File: src/rtl/qclt_pkg.sv
// Package for the quoted column line tokenizer.
// Holds result kinds, character codes and the per-item result batch type.
// No dependencies.
package qclt_pkg;

    localparam int MAX_RESULTS = 4;
    localparam int CNT_W       = 3;

    localparam logic [7:0] CH_QUOTE  = 8'h22;
    localparam logic [7:0] CH_ESCAPE = 8'h5C;
    localparam logic [7:0] CH_HASH   = 8'h23;
    localparam logic [7:0] CH_SEMI   = 8'h3B;
    localparam logic [7:0] CH_NUL    = 8'h00;
    localparam logic [7:0] CH_SPACE  = 8'h20;
    localparam logic [7:0] CH_TAB    = 8'h09;
    localparam logic [7:0] CH_CR     = 8'h0D;

    typedef enum logic [1:0] {
        KIND_BYTE      = 2'd0,
        KIND_COL_END   = 2'd1,
        KIND_REC_END   = 2'd2,
        KIND_QUOTE_ERR = 2'd3
    } kind_t;

    typedef struct packed {
        kind_t       kind;
        logic [7:0]  data;
    } entry_t;

    typedef struct packed {
        logic [CNT_W-1:0]            count;
        entry_t [MAX_RESULTS-1:0]    ent;
    } batch_t;

    function automatic logic is_space(input logic [7:0] b);
        return (b == CH_SPACE) || ((b >= CH_TAB) && (b <= CH_CR));
    endfunction

endpackage

File: src/rtl/qclt_scan.sv
// Scanner for the quoted column line tokenizer: line state registers and the
// single-pass decode of one byte or line end into a batch of up to four results.
// Depends on qclt_pkg.
module qclt_scan (
    input  logic                  aclk,
    input  logic                  aresetn,
    input  logic                  accept,
    input  logic [7:0]            text_byte,
    input  logic                  line_end,
    output qclt_pkg::batch_t      batch
);

    typedef enum logic [1:0] {
        MODE_GAP    = 2'd0,
        MODE_PLAIN  = 2'd1,
        MODE_QUOTED = 2'd2,
        MODE_SKIP   = 2'd3
    } mode_t;

    mode_t mode_reg, mode_next, fin_mode;
    logic  esc_reg, esc_next;
    logic  semi_reg, semi_next;
    logic  colb_reg, colb_next;
    logic  linec_reg, linec_next;

    logic [qclt_pkg::CNT_W-1:0] n;
    logic fin, comment, plain, skip_rest;

    always_comb begin
        mode_next  = mode_reg;
        esc_next   = esc_reg;
        semi_next  = semi_reg;
        colb_next  = colb_reg;
        linec_next = linec_reg;
        fin        = 1'b0;
        fin_mode   = MODE_GAP;
        comment    = 1'b0;
        plain      = 1'b0;
        skip_rest  = 1'b0;
        n          = '0;
        batch      = '0;

        if (line_end) begin
            if (mode_reg == MODE_SKIP) begin
                mode_next  = MODE_GAP;
                esc_next   = 1'b0;
                semi_next  = 1'b0;
                colb_next  = 1'b0;
                linec_next = 1'b0;
            end else begin
                fin      = 1'b1;
                fin_mode = MODE_GAP;
            end
        end else if (mode_reg == MODE_SKIP) begin
            mode_next = MODE_SKIP;
        end else if (text_byte == qclt_pkg::CH_NUL) begin
            fin      = 1'b1;
            fin_mode = MODE_SKIP;
        end else begin
            if (mode_reg == MODE_GAP) begin
                if (qclt_pkg::is_space(text_byte)) begin
                    mode_next = MODE_GAP;
                end else if (text_byte == qclt_pkg::CH_QUOTE) begin
                    mode_next = MODE_QUOTED;
                    colb_next = 1'b0;
                end else begin
                    mode_next = MODE_PLAIN;
                    colb_next = 1'b0;
                    plain     = 1'b1;
                end
            end else if (mode_reg == MODE_PLAIN) begin
                plain = 1'b1;
            end else begin
                if (esc_reg) begin
                    batch.ent[n[1:0]] = '{kind: qclt_pkg::KIND_BYTE, data: text_byte};
                    n = n + 1'b1;
                    colb_next = 1'b1;
                    esc_next  = 1'b0;
                end else if (text_byte == qclt_pkg::CH_QUOTE) begin
                    batch.ent[n[1:0]] = '{kind: qclt_pkg::KIND_COL_END, data: 8'h00};
                    n = n + 1'b1;
                    linec_next = 1'b1;
                    mode_next  = MODE_GAP;
                    colb_next  = 1'b0;
                end else if (text_byte == qclt_pkg::CH_ESCAPE) begin
                    esc_next = 1'b1;
                end else begin
                    batch.ent[n[1:0]] = '{kind: qclt_pkg::KIND_BYTE, data: text_byte};
                    n = n + 1'b1;
                    colb_next = 1'b1;
                end
            end

            if (plain) begin
                if (semi_reg) begin
                    semi_next = 1'b0;
                    if (text_byte == qclt_pkg::CH_SEMI) begin
                        comment   = 1'b1;
                        skip_rest = 1'b1;
                    end else begin
                        batch.ent[n[1:0]] = '{kind: qclt_pkg::KIND_BYTE,
                                              data: qclt_pkg::CH_SEMI};
                        n = n + 1'b1;
                        colb_next = 1'b1;
                    end
                end
                if (!skip_rest) begin
                    if (esc_reg) begin
                        batch.ent[n[1:0]] = '{kind: qclt_pkg::KIND_BYTE, data: text_byte};
                        n = n + 1'b1;
                        colb_next = 1'b1;
                        esc_next  = 1'b0;
                    end else if (qclt_pkg::is_space(text_byte)) begin
                        batch.ent[n[1:0]] = '{kind: qclt_pkg::KIND_COL_END, data: 8'h00};
                        n = n + 1'b1;
                        linec_next = 1'b1;
                        mode_next  = MODE_GAP;
                        colb_next  = 1'b0;
                    end else if (text_byte == qclt_pkg::CH_ESCAPE) begin
                        esc_next = 1'b1;
                    end else if (text_byte == qclt_pkg::CH_HASH) begin
                        comment = 1'b1;
                    end else if (text_byte == qclt_pkg::CH_SEMI) begin
                        semi_next = 1'b1;
                    end else begin
                        batch.ent[n[1:0]] = '{kind: qclt_pkg::KIND_BYTE, data: text_byte};
                        n = n + 1'b1;
                        colb_next = 1'b1;
                    end
                end
            end
        end

        if (fin) begin
            if (mode_reg == MODE_QUOTED) begin
                if (esc_reg) begin
                    batch.ent[n[1:0]] = '{kind: qclt_pkg::KIND_BYTE,
                                          data: qclt_pkg::CH_ESCAPE};
                    n = n + 1'b1;
                end
                batch.ent[n[1:0]] = '{kind: qclt_pkg::KIND_QUOTE_ERR, data: 8'h00};
                n = n + 1'b1;
            end else begin
                if (mode_reg == MODE_PLAIN) begin
                    if (semi_reg) begin
                        batch.ent[n[1:0]] = '{kind: qclt_pkg::KIND_BYTE,
                                              data: qclt_pkg::CH_SEMI};
                        n = n + 1'b1;
                    end
                    if (esc_reg) begin
                        batch.ent[n[1:0]] = '{kind: qclt_pkg::KIND_BYTE,
                                              data: qclt_pkg::CH_ESCAPE};
                        n = n + 1'b1;
                    end
                    batch.ent[n[1:0]] = '{kind: qclt_pkg::KIND_COL_END, data: 8'h00};
                    n = n + 1'b1;
                end
                if (linec_reg || (mode_reg == MODE_PLAIN)) begin
                    batch.ent[n[1:0]] = '{kind: qclt_pkg::KIND_REC_END, data: 8'h00};
                    n = n + 1'b1;
                end
            end
            mode_next  = fin_mode;
            esc_next   = 1'b0;
            semi_next  = 1'b0;
            colb_next  = 1'b0;
            linec_next = 1'b0;
        end

        if (comment) begin
            if (colb_next) begin
                batch.ent[n[1:0]] = '{kind: qclt_pkg::KIND_COL_END, data: 8'h00};
                n = n + 1'b1;
                linec_next = 1'b1;
            end
            if (linec_next) begin
                batch.ent[n[1:0]] = '{kind: qclt_pkg::KIND_REC_END, data: 8'h00};
                n = n + 1'b1;
            end
            mode_next  = MODE_SKIP;
            esc_next   = 1'b0;
            semi_next  = 1'b0;
            colb_next  = 1'b0;
            linec_next = 1'b0;
        end

        batch.count = n;
    end

    always_ff @(posedge aclk) begin
        if (!aresetn) begin
            mode_reg  <= MODE_GAP;
            esc_reg   <= 1'b0;
            semi_reg  <= 1'b0;
            colb_reg  <= 1'b0;
            linec_reg <= 1'b0;
        end else if (accept) begin
            mode_reg  <= mode_next;
            esc_reg   <= esc_next;
            semi_reg  <= semi_next;
            colb_reg  <= colb_next;
            linec_reg <= linec_next;
        end
    end

endmodule

File: src/rtl/qclt_emit.sv
// Result register for the quoted column line tokenizer: holds one batch of
// up to four results and shifts them out one transfer per cycle while m_ready is high.
// Depends on qclt_pkg.
module qclt_emit (
    input  logic                  aclk,
    input  logic                  aresetn,
    input  logic                  load,
    input  qclt_pkg::batch_t      batch,
    output logic                  can_load,
    output logic                  m_valid,
    input  logic                  m_ready,
    output logic [1:0]            m_kind,
    output logic [7:0]            m_out_byte,
    output logic                  m_last
);

    logic [qclt_pkg::CNT_W-1:0]                cnt_reg, cnt_next;
    qclt_pkg::entry_t [qclt_pkg::MAX_RESULTS-1:0] ent_reg, ent_next;
    logic pop;

    assign m_valid    = (cnt_reg != '0);
    assign pop        = m_valid && m_ready;
    assign can_load   = (cnt_reg == '0) || ((cnt_reg == qclt_pkg::CNT_W'(1)) && m_ready);
    assign m_kind     = ent_reg[0].kind;
    assign m_out_byte = ent_reg[0].data;
    assign m_last     = (cnt_reg == qclt_pkg::CNT_W'(1));

    always_comb begin
        cnt_next = cnt_reg;
        ent_next = ent_reg;
        if (load) begin
            cnt_next = batch.count;
            ent_next = batch.ent;
        end else if (pop) begin
            cnt_next = cnt_reg - 1'b1;
            for (int i = 0; i < qclt_pkg::MAX_RESULTS - 1; i++) begin
                ent_next[i] = ent_reg[i+1];
            end
        end
    end

    always_ff @(posedge aclk) begin
        if (!aresetn) begin
            cnt_reg <= '0;
        end else begin
            cnt_reg <= cnt_next;
        end
    end

    always_ff @(posedge aclk) begin
        ent_reg <= ent_next;
    end

endmodule

File: src/rtl/quoted_column_line_tokenizer_core.sv
// Quoted column line tokenizer, top level.
// Input channel s_*: one text byte or a line end (s_line_end) per transfer.
// Result channel m_*: column bytes, column ends, record ends and a
// missing-quote error, with m_last on the final result of each input item.
// Each accepted item is decoded in the cycle it is taken and its zero to
// four results land in the result register; the first result is valid in the
// cycle after the transfer. An item that gives k results occupies the
// result register until all k have gone out; the next item is taken in the
// cycle the last of them goes out, so while m_ready stays high items with
// at most one result flow at one per cycle. Items with no result are taken
// whenever the register is empty or draining its last entry.
// A stall on m_ready holds the current result and blocks new input while
// any result is pending, including a single final one.
// Reset (aresetn low, synchronous) empties the result register and returns
// the scanner to the between-columns state with all line flags clear.
// Depends on qclt_pkg, qclt_scan, qclt_emit.
module quoted_column_line_tokenizer_core (
    input  logic        aclk,
    input  logic        aresetn,
    input  logic        s_valid,
    output logic        s_ready,
    input  logic [7:0]  s_text_byte,
    input  logic        s_line_end,
    output logic        m_valid,
    input  logic        m_ready,
    output logic [1:0]  m_kind,
    output logic [7:0]  m_out_byte,
    output logic        m_last
);

    qclt_pkg::batch_t batch;
    logic             accept;

    assign accept = s_valid && s_ready;

    qclt_scan u_scan (
        .aclk      (aclk),
        .aresetn   (aresetn),
        .accept    (accept),
        .text_byte (s_text_byte),
        .line_end  (s_line_end),
        .batch     (batch)
    );

    qclt_emit u_emit (
        .aclk       (aclk),
        .aresetn    (aresetn),
        .load       (accept),
        .batch      (batch),
        .can_load   (s_ready),
        .m_valid    (m_valid),
        .m_ready    (m_ready),
        .m_kind     (m_kind),
        .m_out_byte (m_out_byte),
        .m_last     (m_last)
    );

`ifndef SYNTH
    a_idle_ready: assert property (@(posedge aclk) disable iff (!aresetn)
        !m_valid |-> s_ready)
        else $error("input stalled while result register empty");

    a_err_last: assert property (@(posedge aclk) disable iff (!aresetn)
        (m_valid && (m_kind == qclt_pkg::KIND_QUOTE_ERR)) |-> m_last)
        else $error("quote error not final result of its item");

    a_rec_last: assert property (@(posedge aclk) disable iff (!aresetn)
        (m_valid && (m_kind == qclt_pkg::KIND_REC_END)) |-> m_last)
        else $error("record end not final result of its item");

    a_drain: assert property (@(posedge aclk) disable iff (!aresetn)
        (m_valid && m_ready && m_last && !accept) |=> !m_valid)
        else $error("result appeared without an accepted item");
`endif

endmodule
File: config.mk
export PLATFORM = sky130hd
export DESIGN_NAME = quoted_column_line_tokenizer_core
export DESIGN_NICKNAME = d
export VERILOG_FILES = /design/src/rtl/qclt_pkg.sv /design/src/rtl/qclt_scan.sv /design/src/rtl/qclt_emit.sv /design/src/rtl/quoted_column_line_tokenizer_core.sv
export SDC_FILE = /design/constraint.sdc
export NUM_CORES = 1
export LEC_CHECK = 0
export ABC_AREA = 1
export BUFFER_PORTS_ARGS = -buffer_cell sky130_fd_sc_hd__buf_2
export CAP_MARGIN = 20
export CORE_AREA = 8 8 138 140
export DETAILED_ROUTE_END_ITERATION = 10
export DIE_AREA = 0 0 146 148
export GPL_ROUTABILITY_DRIVEN = 0
export HOLD_SLACK_MARGIN = 0.06
export PLACE_DENSITY = 0.5
export SETUP_SLACK_MARGIN = 0.4
export SYNTH_ARGS = -nofsm -noshare
export SYNTH_HDL_FRONTEND = slang
export SYNTH_SLANG_ARGS = --single-unit
File: constraint.sdc
create_clock -name aclk -period 8.2 [get_ports aclk]
set_clock_uncertainty 0.2 [all_clocks]
set_input_delay 0.41 -clock aclk [delete_from_list [all_inputs] [get_ports aclk]]
set_output_delay 0.41 -clock aclk [all_outputs]
set_load 0.02 [all_outputs]
* After elaboration in Yosys (flattened, before gate mapping)
Cells that the tools add are included.
Word-level totals: logic and storage cells 334, register bits after elaboration 49, output and inout port bits 13, input bits 13
Operators by class: multiplexer cells 222, bitwise gates (word level) 30, $lt $le $gt $ge 20, eq/ne operators 13, reduce and logical (&&, ||, !) cells 25, add/sub/neg operators 10
Operators with widths (number):
- $mux W40 | 37
- $and A36 B36 Y36 | 5
- $demux W10 S2 | 9
- $not A36 Y36 | 5
- $mux W10 | 16
- $mux W3 | 46
- $mux W1 | 91
- $mux W30 | 2
- $and A24 B24 Y24 | 2
- $not A24 Y24 | 2
- $bwmux W40 | 1
- $not A20 Y20 | 2
- $mux W2 | 19
- $and A32 B32 Y32 | 1
- $eq A8 B6 Y1 const B | 4
- $not A32 Y32 | 1
- $or A16 B16 Y16 | 2
- $add A3 B1 Y3 const B | 9
- $lt A2 B3 Y1 const B | 9
- $and A20 B20 Y20 | 1
- $and A5 B20 Y20 | 1
- $or A20 B20 Y20 | 1
- $or A4 B4 Y4 | 5
- $or A5 B20 Y20 | 1
- 23 further kinds | 48

* Longest topological paths before layout
Gate-level depths: netlist of run 1.
word-level depth 57, mapped depth 40, gate-level depth less buffers 38

* By module
From an unflattened synthesis of run 1, not the netlist that was laid out.
Unflattened totals: cell total of the unflattened synthesis 764, area total of the unflattened synthesis 5153.7 um^2
Modules (own cells, without submodules):
- qclt_scan | sequential area each 120.1 um^2, cells an instance 575, area an instance 3208.1 um^2, times used 1
- qclt_emit | sequential area each 1261.2 um^2, cells an instance 187, area an instance 1938.1 um^2, times used 1
- quoted_column_line_tokenizer_core | sequential area each 0.0 um^2, cells an instance 2, area an instance 7.5 um^2, times used 1

* Worst setup path before layout of run 1
Ideal clock, no wire load.
path type in2reg, start in s_text_byte[0], end reg u_emit.ent_reg[19] (netlist name) (data pin), data required time 7.744 ns, setup slack 1.789 ns, arrival 5.954 ns, path buffers 1, cell stages on the path 38, cell sequence buf_4 nor2_1 nand4_1 nand2_1 inv_1 ha_1 nand2_1 inv_1 ha_1 nand2_1 o211ai_1 nand2_1 ha_1 nand2_1 o21ai_1 ha_1 or2_2 o21ai_1 [2 not listed] o21ai_0 inv_1 ha_1 nand3_1 o21ai_0 a21oi_2 inv_1 ha_1 inv_1 o21ai_0 inv_1 ha_1 nand3_1 nand2_1 inv_2 o21ai_0 o21ai_0 inv_1
RTL lines:
- start, declared | line quoted_column_line_tokenizer_core.sv:22 | input logic [7:0] s_text_byte,
- end signal, assigned | line qclt_emit.sv:51 | ent_reg <= ent_next;
- end, declared | line qclt_emit.sv:18 | qclt_pkg::entry_t [qclt_pkg::MAX_RESULTS-1:0] ent_reg, ent_next;

==> results of run 1 <==
==> metrics by stage <==
| step | utilization, % | cells | power (mW) | hold slack [ns] |
|---|---|---|---|---|
| after global placement | 29.87 | 905 | 1.425 | 0.3010 |
| after floorplan | - | 678 | 1.176 | 0.2586 |
| after CTS | 30.78 | 913 | 1.647 | 0.2024 |
| final | 30.78 | 913 | 1.639 | 0.2031 |
| after global routing | 30.78 | 913 | 1.797 | 0.2310 |
| after detailed placement | 29.87 | 905 | 1.420 | 0.3065 |
==> cells in the final DEF, fill, tap and decap left out, types with 10 or more instances in the layout <==
master,netlist,routed
sky130_fd_sc_hd__o211ai_1,10,10
sky130_fd_sc_hd__nor2_1,53,53
sky130_fd_sc_hd__nand3_1,46,46
sky130_fd_sc_hd__edfxtp_1,40,40
sky130_fd_sc_hd__inv_1,86,86
sky130_fd_sc_hd__nand2_2,18,18
sky130_fd_sc_hd__a21oi_1,39,39
sky130_fd_sc_hd__buf_2,3,25
sky130_fd_sc_hd__o21ai_0,54,53
sky130_fd_sc_hd__nand2_1,158,158
sky130_fd_sc_hd__ha_1,38,38
==> area by class of cell <==
class                      count  area [um2]  share of cell area, %
tap                          225       281.5                  5.400
clock inverter                 2       16.27                 0.3120
multi-input combinational    507        2880                  55.24
inverter                      94       352.8                  6.767
clock buffer                   6       138.9                  2.664
timing repair buffer          30       162.7                  3.120
sequential                    49        1381                  26.49
==> worst max-delay path: cells and delay by family <==
family,cells,cell delay [ns]
fa+ha+maj,8,2.13
simple gates,12,1.72
compound gates,9,1.53
buf+inv,10,1.03
==> routing by layer <==
metal | GRT usage (%) | share of wire (%) | vias to the layer above
li1 | - | - | 2275
met1 | 20.42 | 48 | 2072
met2 | 21.58 | 43 | 172
met3 | 1.895 | 6.2 | 15
met4 | 4.740 | 2.2 | 0
met5 | 0 | 0 | -
==> power by group through the flow <==
stage / Combinational [mW] / Sequential, mW / Clock [mW]
global placement: 0.968 / 0.457 / 0
finish: 0.966 / 0.451 / 0.221
CTS: 0.965 / 0.454 / 0.228
global route: 1.10 / 0.464 / 0.233
detailed placement: 0.961 / 0.459 / 0
floorplan: 0.729 / 0.446 / 0
==> path summary, 6_finish.rpt <==
kind / start / endpoint / slack, ns / depth (start not counted)
worst min-delay path: m_ready / u_emit.cnt_reg[2]$_SDFFE_PN0P_ / 0.20 / 4
worst max register to register: u_scan.esc_reg$_SDFFE_PN0P_ / u_emit.ent_reg[19]$_DFFE_PP_ / 1.26 / 37
worst min register to register: u_emit.cnt_reg[2]$_SDFFE_PN0P_ / u_emit.cnt_reg[2]$_SDFFE_PN0P_ / 0.32 / 2
worst max-delay path: s_text_byte[3] / u_emit.ent_reg[19]$_DFFE_PP_ / 1.21 / 39
==> logic make-up (layout without fill, tap and decap cells) <==
family	count (synthesis)	count (layout)
buf+inv	122	132
xor+xnor	3	3
compound gates	150	150
flops	49	49
simple gates	316	316
fa+ha+maj	38	38
==> results, run 1 <==
- The overall fraction of global-route tracks in use is 14.26%.
- The multiplexer fraction of the synthesized cell area is 0%.
- The arithmetic-cell share of the synthesized area counting full adders, half adders and majority gates is under 10%.
- For this configuration, the core starts out at a cell density of 28.18%.
- The first TritonRoute pass finished after 5 iterations.
- The area share of the largest cell type after synthesis is 25.17%.
- The area of the core region is 16940 um2.
- The count of unresolved DRC violations after routing is 0.
- After detailed placement, the total cell area comes to 5059 um2.
- The proportion of register bits with asynchronous set or reset after synthesis is 0%.
- The total count of max-transition violations in the final report is 0.
- In this run the worst path has a maximum fanout of 9.
- In the final routed layout, each cell accounts on average for roughly 17 um.
- The buffer levels on the longest clock path is 2.
- The count of nets left with antenna violations after detail routing is 0.
- The largest net degree at the start of global routing is 45.
- The sum of overflow across all layers after global routing is 0.
- The commonest cells after synthesis are sky130_fd_sc_hd__nand2_1, sky130_fd_sc_hd__inv_1, sky130_fd_sc_hd__o21ai_0, sky130_fd_sc_hd__nor2_1, sky130_fd_sc_hd__nand3_1.
- Of the total synthesized cell area, the portion taken by AND, OR, NAND and NOR gates is 30.83%.
- Of the total power, the share spent switching nets is 49.33%.
- Of the cells placed in the final design, the portion with a size suffix greater than 1 is 13.81%.
- The power share of the combinational group is between 50% and 60%.
- CTS placed an instance of sky130_fd_sc_hd__clkbuf_16 at the clock tree root.
- By area, the combinational part of the netlist is dominated by simple AND/OR/NAND/NOR gates.
- The path type of the worst min-delay path is input port to register.
- The register with the most flip-flops in the layout has 30 of them.
- The finished cells cover 5214 um2.
- By instance count, the leading cell after synthesis is sky130_fd_sc_hd__nand2_1.
- The setup violation total in the final timing report is 0.
- The count of state elements after synthesis is 49.
- The total wire length is 15360 um.
- The H-tree was split into 2 levels.
- Summing the sequential cell areas from Yosys gives 28.95% of the chip area.
- The synthesized net count is 729.
- Setup repair after global routing left no endpoint under its margin.
- The internal portion of the total power is 0.8304 mW.
- The CTS tree is done.
- The setup path with the least slack is of type input port to register.
- The first-iteration detailed-routing DRC count is 400.
- The run finished with clean final reports.
- The synthesized netlist devotes 19.01% of its cell area to compound gates.
- The average instance in the mapped netlist occupies 7.038 um2.
- The number of placement rows is 48.
- Dividing the final minimum period by the clock period gives 85.19%.
- For this design the ratio of total power to cell area is 314.3 nW/um2.
- The number of CTS-inserted buffers is 5.
- The worst setup path is launched from an input port.
- After synthesis the cells add up to 4772 um2.
- The relative contribution of sequential cells to total power is between 20% and 30%.
- The number of warnings issued by yosys is 0.
- The cell at the slowest stage of the critical path is sky130_fd_sc_hd__ha_1.
- The switching power of the nets is approximately 0.81 mW.
- The kind of end point of the critical path is a register.
- The diode insertion count for antenna repair is 0.
- The relative max-transition margin is 45.37%.
- Of the total synthesized cell area, the portion taken by XOR and XNOR cells is 0.5506%.
- Ranked by total cell area, the synthesized netlist is headed by sky130_fd_sc_hd__edfxtp_1, sky130_fd_sc_hd__nand2_1, sky130_fd_sc_hd__ha_1.
- The die span in y is 148 um.
- The number of nets in the layout is 738.
- Timing would allow up to 143.1 MHz.
- The clock period could shrink to 6.986 ns.
- The post-cts hold buffer count is 0.
- The post-cts sizing count is 0.
- The die extent in x is 146 um.
- The stage delay of the slowest cell on the critical path is 0.34 ns.
- Among all flip-flop cells after synthesis, the most frequent one is sky130_fd_sc_hd__edfxtp_1.
- The first global-routing pass estimated 24630 um of wire.
- Adding up every negative setup slack in the final design gives 0 ns.
- The layout overhead on the synthesized area is 9.255%.
- The number of buffers inserted to repair setup after CTS is 0.
- The number of antenna violations at the first check in global routing came to 0.
- The leakage power total is 2.500 nW.
- The source-to-sink clock delay at the later pin of the worst-skew pair is 0.30 ns.
- For this design, the sink count on the clock tree is 49.
- Counting every instance in the synthesized netlist gives 678.
- The via count of the first global-routing pass was 4314.
- Setup slack on the critical path of the routed design comes to 1.214 ns.
- Detailed placement ended at an HPWL of 12140 um.
- The total of buffers placed on input and output ports is 25.
- The fraction of power consumed by the clock network is 13.5%.
- The count of pins on the block boundary is 26.
- The clock-pin slew on the worst setup and hold paths is roughly 0.07 ns.
- The routed layout has 4534 vias.
- Yosys mapped a number of flops with a built-in enable equal to 40.
- At the pin with the least slew margin, the transition time is 0.8165 ns.
- The netlist uses 49 different library cells.
- The layout has 1892 filler cells.
- Data on the critical path arrives at its endpoint at 6.84 ns.
- The number of endpoints with negative hold slack in the final report is 0.
- The die covers about 22000 um2.
- The tool flagged a number of max-cap violations equal to 0.
- The via-per-instance ratio is 4.966.
- The cell accounting for the most synthesized area is sky130_fd_sc_hd__edfxtp_1.
- Data on the critical path is required at its endpoint by between 8 and 9 ns.
- The worst slack at placement is 0.8547 ns.
- The maximum resistive drop on vdd is 125.7 uV.
Power figures use the tool's default switching activity.
==> inputs of run 2 (changes only) <==
- BUFFER_PORTS_ARGS: -buffer_cell sky130_fd_sc_hd__buf_2 -> -buffer_cell sky130_fd_sc_hd__buf_4
==> run 2 against run 1 <==
Compared with the run above: clock power decreased by 5%; hold slack got worse by 0.014 ns; sequential power about the same; routed wire length decreased by 0.70%; first-iteration DRC count down 12%; global-route usage shrank 0.19 points; utilization increased by 0.35 points; flip-flop and latch count stayed put; via count increased by 1.6%.
==> results, run 2 (synthesized netlist as in run 1, its figures left out) <==
- The library cell used most frequently in the layout, excluding fill and tap cells, is sky130_fd_sc_hd__nand2_1.
- After clock tree synthesis, the setup repair step added 0 buffers.
- The final sum of negative setup slack is 0 ns.
- The run finished with clean final reports.
- For this block, the initial DRC count from the detailed router was 353.
- Leaving out fill and tap cells, the most frequent cells in the layout are sky130_fd_sc_hd__nand2_1, sky130_fd_sc_hd__inv_1, sky130_fd_sc_hd__o21ai_0.
- Fill cells in the final layout number 1904.
- Once the floorplan was initialized, standard cells occupied 28.18% of the core.
- The pin slew with the least headroom to its limit is slightly below 0.8 ns.
- The number of CTS-inserted buffers is 5.
- Clock tree synthesis selected as its root buffer the cell sky130_fd_sc_hd__clkbuf_16.
- For this block, the via count after detailed routing is approximately 4.6k.
- After layout, the worst path uses 85.40% of the clock period.
- The area growth from synthesis to layout is 10.51%.
- For this block, wires on met1 add up to between 7000 and 8000 um.
- For the worst setup path, the data required time is 8.05 ns.
- The sum of overflow across all layers after global routing is 0.
- The die span in y is 148 um.
- The source-to-sink clock delay at the later pin of the worst-skew pair is a little under 0.3 ns.
- The die is 146 um wide.
- For this run, design rule violations remaining after detail routing come to 0.
- The first global-routing pass estimated 24380 um of wire.
- The min-delay analysis places its worst path in the category input port to register.
- The relative max-transition margin is 47.74%.
- No sink is reached through more buffers than the 2 on the longest clock path.
- The diode insertion count for antenna repair is 0.
- Summed over all layers, the routed wires come to 15260 um.
- The area of the die is about 22000 um2.
- In this run the core area contains 48 standard-cell rows.
- The design draws 1.656 mW.
- After detailed routing, no signal wire sits above met4.
- STA classifies the critical path endpoint as a register.
- The via count of the first global-routing pass is approximately 4.4k.
- Summed over all cells, the static leakage comes to between 2 and 3 nW.
- The count of pins on the block boundary is 26.
- Global routing consumed, over all layers together, 14.08% of the routing resources.
- The count of nets left with antenna violations after detail routing is 0.
- In this run, post-CTS repair resized a total of 0 instances.
- The number of antenna violations at the first check in global routing was 0.
- The CTS tree is done.
- The first TritonRoute pass finished after 5 iterations.
- The total of buffers placed on input and output ports is 25.
- The number of violations of the max-capacitance limit is 0.
- Data arrives at the worst endpoint at 6.85 ns.
- The total count of max-transition violations in the final report is 0.
- The area of the core region is 16940 um2.
- The stage delay of the slowest cell on the critical path is 0.34 ns.
- The number of flip-flops in the largest register is 30.
- The post-cts hold buffer count is 0.
- After detailed routing, the met2 layer carries 6677 um of wire.
- The layout cell share with drive strength beyond 1 is 13.79%.
- Detailed placement finished with a half-perimeter wire length of between 10000 and 15000 um.
- The maximum resistive drop on vdd is between 100 and 150 uV.
- The biggest fanout along the worst timing path is 10.
- The average detailed-routed wire length per instance is approximately 17 um.
- The cell at the slowest stage of the critical path is sky130_fd_sc_hd__ha_1.
- The setup violation total in the final timing report is 0.
- Summed over all nets, wire length on met3 after detailed routing comes to between 900 and 1000 um.
- STA classifies the critical path startpoint as a register.
- The via-per-instance ratio is just over 5.
- The multi-input combinational cells in the finished layout cover a total of roughly 2900 um2.
- Entering global routing, the biggest net connects 45 pins.
- The clock net in this run drives a total of 49 sinks.
- The minimum period implied by the final worst setup slack is 7.003 ns.
- The critical setup path kind is register to register.
- In this run the number of H-tree levels came out at 2.
- Setup repair after global routing left no endpoint under its margin.
- After the last flow step, the layout net total stands at 739.
- Clock-pin slew was measured on the worst setup and hold paths at 0.07 ns.
- The number of endpoints with negative hold slack in the final report came to 0.
- In the final layout, flip-flops and latches occupy 1381 um2.
- The areal power density over the cells is 313.9 nW/um2.
- The maximum frequency from static timing analysis is 142.8 MHz.
==> run 2: cell count changes in the layout (fill, tap and decap cells not counted) <==
| cell | previous run | this run |
|---|---|---|
| sky130_fd_sc_hd__buf_4 | 5 | 31 |
| sky130_fd_sc_hd__buf_2 | 25 | 0 |
| sky130_fd_sc_hd__o21ai_0 | 53 | 54 |
| sky130_fd_sc_hd__clkinv_1 | 0 | 1 |
| sky130_fd_sc_hd__o21ai_1 | 7 | 6 |
| sky130_fd_sc_hd__clkbuf_8 | 1 | 0 |
==> run 2: path summary, 6_finish.rpt <==
kind	start	end	slack (ns)	cells after the start
setup reg to reg	u_scan.esc_reg$_SDFFE_PN0P_	u_emit.ent_reg[19]$_DFFE_PP_	1.20	37
hold / removal	aresetn	u_scan.mode_reg[1]$_SDFFE_PN0P_	0.19	3
hold reg to reg	u_emit.cnt_reg[2]$_SDFFE_PN0P_	u_emit.cnt_reg[2]$_SDFFE_PN0P_	0.31	2
setup / recovery	u_scan.esc_reg$_SDFFE_PN0P_	u_emit.ent_reg[19]$_DFFE_PP_	1.20	37
==> run 2: worst max-delay path: cells and delay by family (launching register included) <==
family / cells / cell delay (ns)
adder cells (fa/ha/maj): 8 / 2.16
AO/OA/AOI/OAI: 9 / 1.59
AND/OR/NAND/NOR: 10 / 1.49
buffers and inverters: 10 / 1.01
flip-flops: 1 / 0.32
==> run 2: per-stage QoR <==
step	cells	area [um2]	worst slack, ns	hold slack, ns	util, %
after floorplan	678	4772	1.789	0.2586	-
after global placement	906	5129	1.234	0.2987	30.28
after detailed placement	906	5129	0.9613	0.3034	30.28
after CTS	914	5274	1.218	0.1964	31.14
after global routing	914	5274	0.4975	0.2012	31.14
final	914	5274	1.197	0.1892	31.14
==> run 2: routing by layer <==
layer / global-route usage, % / vias up
li1: - / 2282
met4: 3.812 / 0
met3: 1.620 / 15
met2: 22.09 / 158
met5: 0 / -
met1: 19.97 / 2152
==> run 2: power breakdown <==
part	leakage (nW)	internal (mW)	total, mW	switching (mW)
registers	0.477	0.418	0.454	0.0358
logic	1.97	0.312	0.992	0.680
clock network	0.0679	0.113	0.210	0.0966
total	2.52	0.843	1.66	0.813
==> run 2: final cells by class <==
cell class                      count  share of cell area, %
Clock inverter                      3                 0.3796
Clock buffer                        5                  2.372
Tap cell                          225                  5.338
Sequential cell                    49                  26.19
Multi-Input combinational cell    507                  54.61
Inverter                           94                  6.690
Timing Repair Buffer               31                  4.413
==> inputs of run 3 (changes only) <==
- CORE_AREA: 8 8 138 140 -> 2 2 132 134
- DIE_AREA: 0 0 146 148 -> 0 0 134 136
==> run 3 against run 2 <==
Compared with the run above: sequential power about the same; fmax increased by 0.27%; routed wire length is 1.9% lower; power down 1.0%; utilization about the same; final cell count fell by 0.11%; critical endpoint unchanged; worst setup slack gained 0.019 ns; sequential share of layout area increased by 0.062 points; via count decreased by 1.1%; die area down 16%; global-route usage grew 2.6 points; clock-buffer cell count increased by 1.
==> results, run 3 (synthesized netlist as in run 1, its figures left out) <==
- TritonCTS built the clock tree.
- The number of endpoints with negative hold slack in the final report is 0.
- The count of buffers added on input and output ports is 25.
- The area of the core region is 16880 um2.
- Across the VDD grid, the largest voltage drop is 113.2 uV.
- In this run the deepest clock path goes through 2 buffers.
- From bottom edge to top edge, the die measures approximately 140 um.
- For this run, design rule violations remaining after detail routing come to 0.
- The overall fraction of global-route tracks in use is 16.71%.
- For the final routed database, the setup TNS stands at 0 ns.
- 0 antenna diodes ended up in the layout.
- The number of placement rows is 48.
- Summed over all layers, the global routing overflow is 0.
- The post-cts sizing count is 0.
- The clock root buffer is sky130_fd_sc_hd__clkbuf_16.
- The number of antenna violations at the first check in global routing is 0.
- Summed over all cells, the static leakage comes to 2.511 nW.
- The cell at the slowest stage of the critical path is sky130_fd_sc_hd__ha_1.
- The via count of the first global-routing pass is 4374.
- The first-iteration detailed-routing DRC count is around 440.
- Setup repair after global routing left no endpoint under its margin.
- From synthesis to final layout, the design area changed by 10.25%.
- Summing over every cut layer, the via total after detailed routing is approximately 4.6k.
- The count of pins on the block boundary is 26.
- Leaving out fill and tap cells, the most frequent cells in the layout are sky130_fd_sc_hd__nand2_1, sky130_fd_sc_hd__inv_1, sky130_fd_sc_hd__o21ai_0.
- The register with the most flip-flops in the layout has 30 of them.
- The number of CTS-inserted buffers is 5.
- The number of violations of the max-capacitance limit is 0.
- At the pin with the least slew margin, the transition time is 0.7731 ns.
- In this run the power density over the cells is 311.5 nW/um2.
- The source-to-sink clock delay at the later pin of the worst-skew pair is 0.30 ns.
- For the worst setup path, the data required time is 8.06 ns.
- The number of buffers inserted to repair setup after CTS is 0.
- The kind of end point of the critical path is a register.
- After detailed routing, the total wire length is 14970 um.
- The commonest non-fill, non-tap cell in the layout is sky130_fd_sc_hd__nand2_1.
- The effective utilization at floorplan is ~28%.
- The maximum frequency from static timing analysis is 143.2 MHz.
- The worst hold-check slack is 0.1895 ns.
- The largest net degree at the start of global routing is 45.
- The final critical path takes up 85.18% of the cycle.
- The kind of start point of the critical path is a register.
- After clock tree synthesis, the clock-pin slew on the worst setup and hold paths is about 0.07 ns.
- The clock net sink count is 49.
- The maximum level of the CTS H-tree is 2.
- The total count of max-transition violations in the final report is 0.
- At the end of the flow, the number of nets in the layout was between 700 and 800.
- The flow ran to the end, and the final reports show no timing, DRC or antenna violations.
- The critical path in this run is classified as register to register.
- Measured against its own limit, the worst slew margin works out to 48.27%.
- After detailed routing, the number of vias per cell comes to 4.991.
- The data arrival at the endpoint of the critical path is 6.84 ns.
- The area of the die is 18220 um2.
- For this design, the CTS-stage hold fixing added 0 buffers.
- After detailed routing, the average wire length per cell comes to approximately 16 um.
- The path class of the tightest hold or removal check is input port to register.
- The first TritonRoute pass finished after 5 iterations.
- The biggest fanout along the worst timing path is 10.
- In this run the remaining antenna-violating nets after routing total 0.
- The layout cell share with drive strength beyond 1 is 13.52%.
- In this design, the stage delay of the slowest critical-path cell is 0.34 ns.
- The first global-routing pass estimated about 24000 um of wire.
- The clock period could shrink to 6.985 ns.
- The die extent in x is 134 um.
- The setup violation total in the final timing report is 0.
- The detailed placer's ending HPWL is 11890 um.
==> run 3: changes by cell type in the layout (fill, tap and decap cells not counted) <==
| cell | delta |
|---|---|
| sky130_fd_sc_hd__buf_4 | -1 |
| sky130_fd_sc_hd__clkbuf_1 | +1 |
| sky130_fd_sc_hd__inv_6 | -1 |
==> run 3: worst paths after layout <==
kind	start	to	slack, ns	cells past startpoint
min	aresetn	u_scan.mode_reg[1]$_SDFFE_PN0P_	0.19	3
min reg2reg	u_scan.linec_reg$_SDFFE_PN0P_	u_scan.linec_reg$_SDFFE_PN0P_	0.30	2
max	u_scan.esc_reg$_SDFFE_PN0P_	u_emit.ent_reg[19]$_DFFE_PP_	1.22	37
max reg2reg	u_scan.esc_reg$_SDFFE_PN0P_	u_emit.ent_reg[19]$_DFFE_PP_	1.22	37
==> run 3: cell type report <==
cell class                      count  area [um2]
Sequential cell                    49        1381
Fill cell                        1847       11610
Multi-Input combinational cell    507        2880
Inverter                           94       352.8
Timing Repair Buffer               30       225.2
Tap cell                          225       281.5
Clock buffer                        6       128.9
Clock inverter                      2       11.26
==> run 3: report_power, final <==
part | internal (mW) | switching, mW | total, mW
Clock | 0.112 | 0.0948 | 0.207
Combinational | 0.308 | 0.668 | 0.976
Sequential | 0.418 | 0.0370 | 0.455
Total | 0.839 | 0.800 | 1.64
==> run 3: metal layers <==
metal | GRT usage (%) | wire length [um] | vias up
li1 | - | - | 2286
met1 | 24.26 | 7408 | 2133
met2 | 26.50 | 6608 | 124
met3 | 1.417 | 683 | 14
met4 | 4.669 | 273 | 0
met5 | 0 | 0 | -
==> run 3: worst max-delay path, delay by kind of cell, from the launching register on <==
kind	cells	cell delay, ns
and+or+nand+nor	10	1.48
buffers and inverters	10	1.02
adders and majority gates	8	2.14
DFF	1	0.32
AOI/OAI and AO/OA	9	1.56
==> run 3: per-stage QoR <==
| step | area (um2) | power, mW | cells | worst slack (ns) | util [%] |
|---|---|---|---|---|---|
| global placement | 5121 | 1.441 | 905 | 1.226 | 30.35 |
| detailed placement | 5121 | 1.429 | 905 | 0.9489 | 30.35 |
| CTS | 5261 | 1.639 | 913 | 1.221 | 31.18 |
| finish | 5261 | 1.639 | 913 | 1.215 | 31.18 |
| global route | 5261 | 1.785 | 913 | 0.5290 | 31.18 |
| floorplan | 4772 | 1.176 | 678 | 1.789 | - |
